==> config.mk <==
export PLATFORM = sky130hd
export DESIGN_NAME = tsq_out
export DESIGN_NICKNAME = d
export VERILOG_FILES = /design/src/tsq_pkg.sv /design/src/tsq_out.sv
export SDC_FILE = /design/constraint.sdc
export NUM_CORES = 1
export LEC_CHECK = 0
export BUFFER_PORTS_ARGS = -buffer_cell sky130_fd_sc_hd__buf_2
export CAP_MARGIN = 20
export CORE_MARGIN = 2
export CORE_UTILIZATION = 25
export CTS_BUF_LIST = sky130_fd_sc_hd__clkbuf_4
export CTS_CLUSTER_DIAMETER = 80
export DETAILED_ROUTE_END_ITERATION = 8
export GPL_ROUTABILITY_DRIVEN = 0
export HOLD_SLACK_MARGIN = 0.12
export PLACE_DENSITY = 0.45
export SLEW_MARGIN = 20
export SYNTH_ARGS = -nofsm -noshare
export SYNTH_HDL_FRONTEND = slang
export SYNTH_SLANG_ARGS = --single-unit
==> constraint.sdc <==
create_clock -name clock -period 4.2 [get_ports clock]
set_input_delay 0.21 -clock clock [delete_from_list [all_inputs] [get_ports clock]]
set_output_delay 0.21 -clock clock [all_outputs]
set_load 0.005 [all_outputs]
==> src/tsq_pkg.sv <==
package tsq_pkg;

   localparam int ADDR_IN_W = 12;
   localparam int ACC_W     = 10;
   localparam int ACC_MAX   = 511;
   localparam int FREQ_W    = 11;

   localparam logic [2:0] OP_FRAME   = 3'd0;
   localparam logic [2:0] OP_LOAD    = 3'd1;
   localparam logic [2:0] OP_START_M = 3'd2;
   localparam logic [2:0] OP_START_E = 3'd3;
   localparam logic [2:0] OP_STOP_A  = 3'd4;
   localparam logic [2:0] OP_STOP_M  = 3'd5;

   localparam logic [1:0] CSR_ENABLE   = 2'd0;
   localparam logic [1:0] CSR_DATA_OK  = 2'd1;
   localparam logic [1:0] CSR_TICK_NUM = 2'd2;
   localparam logic [1:0] CSR_TICK_DEN = 2'd3;

   localparam logic VOICE_MUSIC  = 1'b0;
   localparam logic VOICE_EFFECT = 1'b1;

   localparam logic [15:0] PITCH_MUL  = 16'd212;
   localparam logic [15:0] PITCH_RND  = 16'd128;
   localparam logic [10:0] PITCH_BASE = 11'd5;

   typedef struct packed {
      logic             voice;
      logic             halt;
      logic [FREQ_W-1:0] freq;
   } rsp_type;

   typedef struct packed {
      logic       push;
      logic       flush;
      logic       voice;
      logic [7:0] tens;
   } out_ctl_type;

   typedef struct packed {
      logic can_push;
      logic flush_done;
   } out_sts_type;

   // tens*5 + round(tens*212/256); zero tens gives zero
   function automatic logic [FREQ_W-1:0] freq_of(input logic [7:0] tens);
      logic [15:0]       prod;
      logic [FREQ_W-1:0] base;
      prod = 16'(tens) * PITCH_MUL + PITCH_RND;
      base = 11'(tens) * PITCH_BASE;
      return base + 11'(prod[15:8]);
   endfunction

endpackage

==> src/tsq_out.sv <==
module tsq_out
   import tsq_pkg::*;
(
   input  logic              clock,
   input  logic              reset,
   input  out_ctl_type       ctl,
   output out_sts_type       sts,
   input  logic              rsp_ready,
   output logic              rsp_valid,
   output logic              rsp_voice,
   output logic              rsp_halt,
   output logic [FREQ_W-1:0] rsp_freq_value,
   output logic              rsp_last
);

   // one held result: its last flag is known only when the next one arrives or the request ends
   logic    pend_valid_ff, pend_valid_in;
   rsp_type pend_ff, pend_in;
   logic    out_valid_ff, out_valid_in;
   rsp_type out_ff, out_in;
   logic    last_ff, last_in;
   rsp_type item;
   logic    out_free;

   assign out_free       = !out_valid_ff || rsp_ready;
   assign sts.can_push   = !pend_valid_ff || out_free;
   assign sts.flush_done = !pend_valid_ff || out_free;

   always_comb begin
      item.voice    = ctl.voice;
      item.halt     = (ctl.tens == 8'd0);
      item.freq     = freq_of(ctl.tens);
      pend_valid_in = pend_valid_ff;
      pend_in       = pend_ff;
      out_valid_in  = out_valid_ff;
      out_in        = out_ff;
      last_in       = last_ff;
      if (out_valid_ff && rsp_ready) begin
         out_valid_in = 1'b0;
      end
      if (ctl.push && sts.can_push) begin
         if (pend_valid_ff) begin
            out_in       = pend_ff;
            last_in      = 1'b0;
            out_valid_in = 1'b1;
         end
         pend_in       = item;
         pend_valid_in = 1'b1;
      end else if (ctl.flush && pend_valid_ff && out_free) begin
         out_in        = pend_ff;
         last_in       = 1'b1;
         out_valid_in  = 1'b1;
         pend_valid_in = 1'b0;
      end
   end

   always_ff @(posedge clock) begin
      if (reset) begin
         pend_valid_ff <= 1'b0;
         out_valid_ff  <= 1'b0;
      end else begin
         pend_valid_ff <= pend_valid_in;
         out_valid_ff  <= out_valid_in;
      end
      pend_ff <= pend_in;
      out_ff  <= out_in;
      last_ff <= last_in;
   end

   assign rsp_valid      = out_valid_ff;
   assign rsp_voice      = out_ff.voice;
   assign rsp_halt       = out_ff.halt;
   assign rsp_freq_value = out_ff.freq;
   assign rsp_last       = last_ff;

endmodule
# Yosys cells after proc, flatten, opt, wreduce, memory -nomap -nowiden

Cells that the tools add are included.

Bits in registers: 29
Bits of input ports: 14
Logic and storage cells: 37

Add/subtract/negate cells: 2
Multiply operators: 2
Eq/ne operators: 1
Muxes and demuxes: 12
Reductions and logical operators: 11

Operator list:

| kind                                                                 | count |
|---|---|
| 13-bit 2-to-1 mux                                                    | 3 |
| 16-bit by 8-bit adder with 16-bit output (second input constant)     | 1 |
| 8-bit by 6-bit multiplier with 14-bit output (second input constant) | 1 |
| 11-bit by 8-bit adder with 11-bit output                             | 1 |
| 8-bit by 3-bit multiplier with 11-bit output (second input constant) | 1 |
| 1-bit 2-to-1 mux                                                     | 9 |
| 8-bit zero test                                                      | 1 |
| 1-bit logical AND                                                    | 4 |
| 1-bit zero test                                                      | 2 |
| 1-bit logical OR                                                     | 2 |
| 2-bit inequality test (second input constant)                        | 1 |
| 2-bit AND reduction                                                  | 1 |
| 2-bit nonzero test                                                   | 1 |

# Longest topological paths before layout

Depth in word-level cells: 6
Gate-level depth with buffers: 22
Depth with buffers taken out: 22

# Worst setup path before layout

OpenSTA, ideal clock, no wires.

Kind: input to register
From: input port ctl[3] in the netlist's numbering
To: register pend_ff[9] in the netlist's numbering, data pin
Setup time: 0.262 ns
Arrival: 4.357 ns
Required time: 3.938 ns
Slack: -0.419 ns
Stages on the path: 19
Path buffers: 0
Cell sequence: ha_1 > ha_1 > fa_1 > inv_1 > fa_1 > nand2b_1 > a21oi_2 > xor2_1 > nand3_2 > xnor2_1 > fa_1 > ha_1 > a21oi_1 > nor2_1 > nor2_1 > o21bai_1 > a21oi_1 > o21ai_1 > xor2_1

RTL lines:

| what                 | RTL line      | RTL |
|---|---|---|
| start, declared      | tsq_out.sv:6  | `input out_ctl_type ctl,` |
| end signal, assigned | tsq_out.sv:65 | `pend_ff <= pend_in;` |
| end, declared        | tsq_out.sv:18 | `rsp_type pend_ff, pend_in;` |

==> flow_summary_export.csv <==
group,metric,value,unit
run_status,run_status,"finished, violations left",
run_status,violations,"negative setup slack",
die,io_pins,31,
detailed_routing,num_vias,1766,
place,port_buffers,30,
pwr,peakVddDrop,0.223,mV
critical_path,critPathMaxFanout,5,
finish,drive_gt1_frac,0.495,
yosys,async_flop_share,0,
detailed_routing,ant_nets,0,
die,rows,36,
place,hpwl,4.21,mm
die,dieHeight,104,um
yosys,syn_inst,223,
clock_tree,numClockSinks,29,
clock_tree,h-tree-depth,2,
timing,finalCritPeriodShare,1.03,
critical_path,cp.arrival,4400,ps
detailed_routing,drc_errors,0,
finish,design_area,0.00371,sq mm
timing,rsz0062_at_grt,"true",
global_route,grt_max_degree,15,
global_route,grt_pass1_wl,8.39,mm
yosys,synth.distinct_cells,33,
detailed_routing,routed_wl,4.87,mm
yosys,synth_fp_nets,302,
global_route,grt_overflow,0,
detailed_routing,viasPerCell,4.01,
timing,finalSetupViolations,4,
critical_path,cp-end-kind,"flop",
timing,finalWorstSetupSlack,-136,ps
clock_tree,clock_path_buffers,2,
yosys,ys.flop_type,"edfxtp_1",
detailed_routing,firstDrtPassIters,4,
timing,max_freq,0.231,GHz
yosys,ys_seq_area_frac,0.339,
clock_tree,clkTransAtPathRegs,90,ps
yosys,ys_seq_elements,29,
finish,nets,385,
clock_tree,clk_latency,310,ps
clock_tree,cts_tree,"yes",
run,drv_cap,0,
clock_tree,cts-root-buf,"clkbuf_4",
pwr,p_per_area,686,mW/mm^2
detailed_routing,drt_iter0_drc,26,
finish,syn_to_final_growth,47.9,%
critical_path,timing.critical_path.from,"ctl[2]",
die,start_util,0.257,
yosys,synth_edf_count,27,
timing,hold_viol_final,0,
die,die_area,0.0108,sq mm
place,dp_slack,-631,ps
place,dpl_cell_area,0.00333,sq mm
finish,final_common_cell,"buf_4",
finish,final_cell_mix,"buf_4, ha_1, edfxtp_1",
timing,max_slew_margin,0.559,
critical_path,r2r-start,"pend_valid_ff",
global_route,antenna_found_initial,0,
finish,nFillCells,976,
global_route,grt_pass1_vias,1836,
worst_hold_path,worstHoldStart,"ctl[10]",
timing,tightest_slew,661,ps
global_route,grt_usage,0.0961,
timing,skew,4.43,ps
worst_hold_path,hold_class,"input pin to flop",
timing,setup-tns-final,-322,ps
yosys,synth_warnings,0,
finish,antennaDiodeCount,0,
clock_tree,cts_buffers,5,
timing,fin_crit,4340,ps
detailed_routing,drt-wirelength-per-cell,11.1,um
timing,whs,131,ps
die,die_x,104,um
pwr,leakage,1.64,nW
critical_path,crit_type,"input pin to flop",
yosys,syn_area_per_cell,11.2,sq um
timing,final_max_slew_viol_count,0,
die,core,0.00977,sq mm
critical_path,required,4270,ps
critical_path,start_kind,"input pin",
yosys,netlist_area,0.00251,sq mm
==> metal layers <==
metal / track usage / wire, um / vias to the layer above
li1: - / - / 916
met1: 0.118 / 2160 / 817
met2: 0.173 / 2510 / 27
met3: 0.0113 / 112 / 6
met4: 0.0347 / 84 / 0
met5: 0 / 0 / -
==> synthesized netlist by cell type (all sizes together) (2+ instances only) <==
cell type | number | area share
dfxtp | 2 | 0.016
xnor2 | 15 | 0.052
nor2 | 11 | 0.016
a21o | 2 | 0.0060
edfxtp | 27 | 0.32
fa | 15 | 0.12
nand2b | 3 | 0.0075
a21oi | 15 | 0.033
nand3 | 2 | 0.0060
inv | 39 | 0.058
xor2 | 7 | 0.024
nand2 | 10 | 0.015
nor3 | 3 | 0.0060
ha | 50 | 0.25
o21a | 2 | 0.0060
o21ai | 5 | 0.010
o21bai | 2 | 0.0060
o22ai | 2 | 0.0050
==> where the power goes <==
group	switching [mW]	internal (mW)
registers	0.0153	0.478
logic	0.849	1.05
clock network	0.0878	0.0603
total	0.952	1.59
==> cell families (layout without fill, tap and decap cells) <==
| logic type | after synthesis | after routing | share of synthesized area |
|---|---|---|---|
| xor gates and xnor gates | 22 | 22 | 0.0768 |
| buffers and inverters | 40 | 124 | 0.0614 |
| DFF | 29 | 29 | 0.339 |
| adders and majority gates | 65 | 65 | 0.369 |
| and+or+nand+nor | 35 | 35 | 0.0699 |
| AOI/OAI and AO/OA | 32 | 32 | 0.0833 |
==> final cells by class <==
class	instances	area [sq um]	share of cell area
Clock buffer	5	37.5	0.0101
Clock inverter	3	12.5	0.00337
Inverter	39	149	0.0401
Multi-Input combinational cell	154	1930	0.519
Sequential cell	29	851	0.229
Tap cell	133	166	0.0449
Timing Repair Buffer	77	567	0.153
==> flip-flops by register name, summed over array words and instances, names as in the netlist <==
register,cells
rsp_halt,1
rsp_freq_value,11
rsp_last,1
rsp_valid,1
pend_valid_ff,1
pend_ff,13
rsp_voice,1
==> worst paths after layout <==
check / endpoint / slack, ps / depth (start not counted)
max: pend_ff[9] / -140 / 21
min: pend_valid_ff / 130 / 3
max reg2reg: rsp_freq_value[4] / 2820 / 2
min reg2reg: rsp_freq_value[9] / 420 / 0
==> worst max-delay path, stage by stage <==
cell      delay (ps)
buf_12           120
buf_6            110
ha_4             150
fa_1             500
inv_1             50
fa_1             500
inv_2             50
ha_4             250
buf_4            140
a21oi_4          190
o21a_4           180
buf_4            120
a211oi_2          60
buf_4            140
nor3_2           260
xor2_2           190
fa_1             480
ha_4             270
a21oi_2          180
o21ai_2           80
xor2_1           150
==> timing repair <==
item,in CTS,in global routing
cloned,0,0
endpoints found under the setup margin,5,6
buffers inserted,3,7
hold buffers,2,0
endpoints found under the hold margin,3,0
pin swaps,23,37
gates resized for setup,23,27
==> through the flow <==
stage / cells / utilization / power (mW)
after floorplan: 223 / - / 1.60
after global placement: 421 / 0.341 / 2.10
after detailed placement: 421 / 0.341 / 2.11
after CTS: 434 / 0.363 / 2.40
after global routing: 440 / 0.379 / 2.78
final: 440 / 0.379 / 2.54
Note: power is estimated with default switching activity, not from simulation.
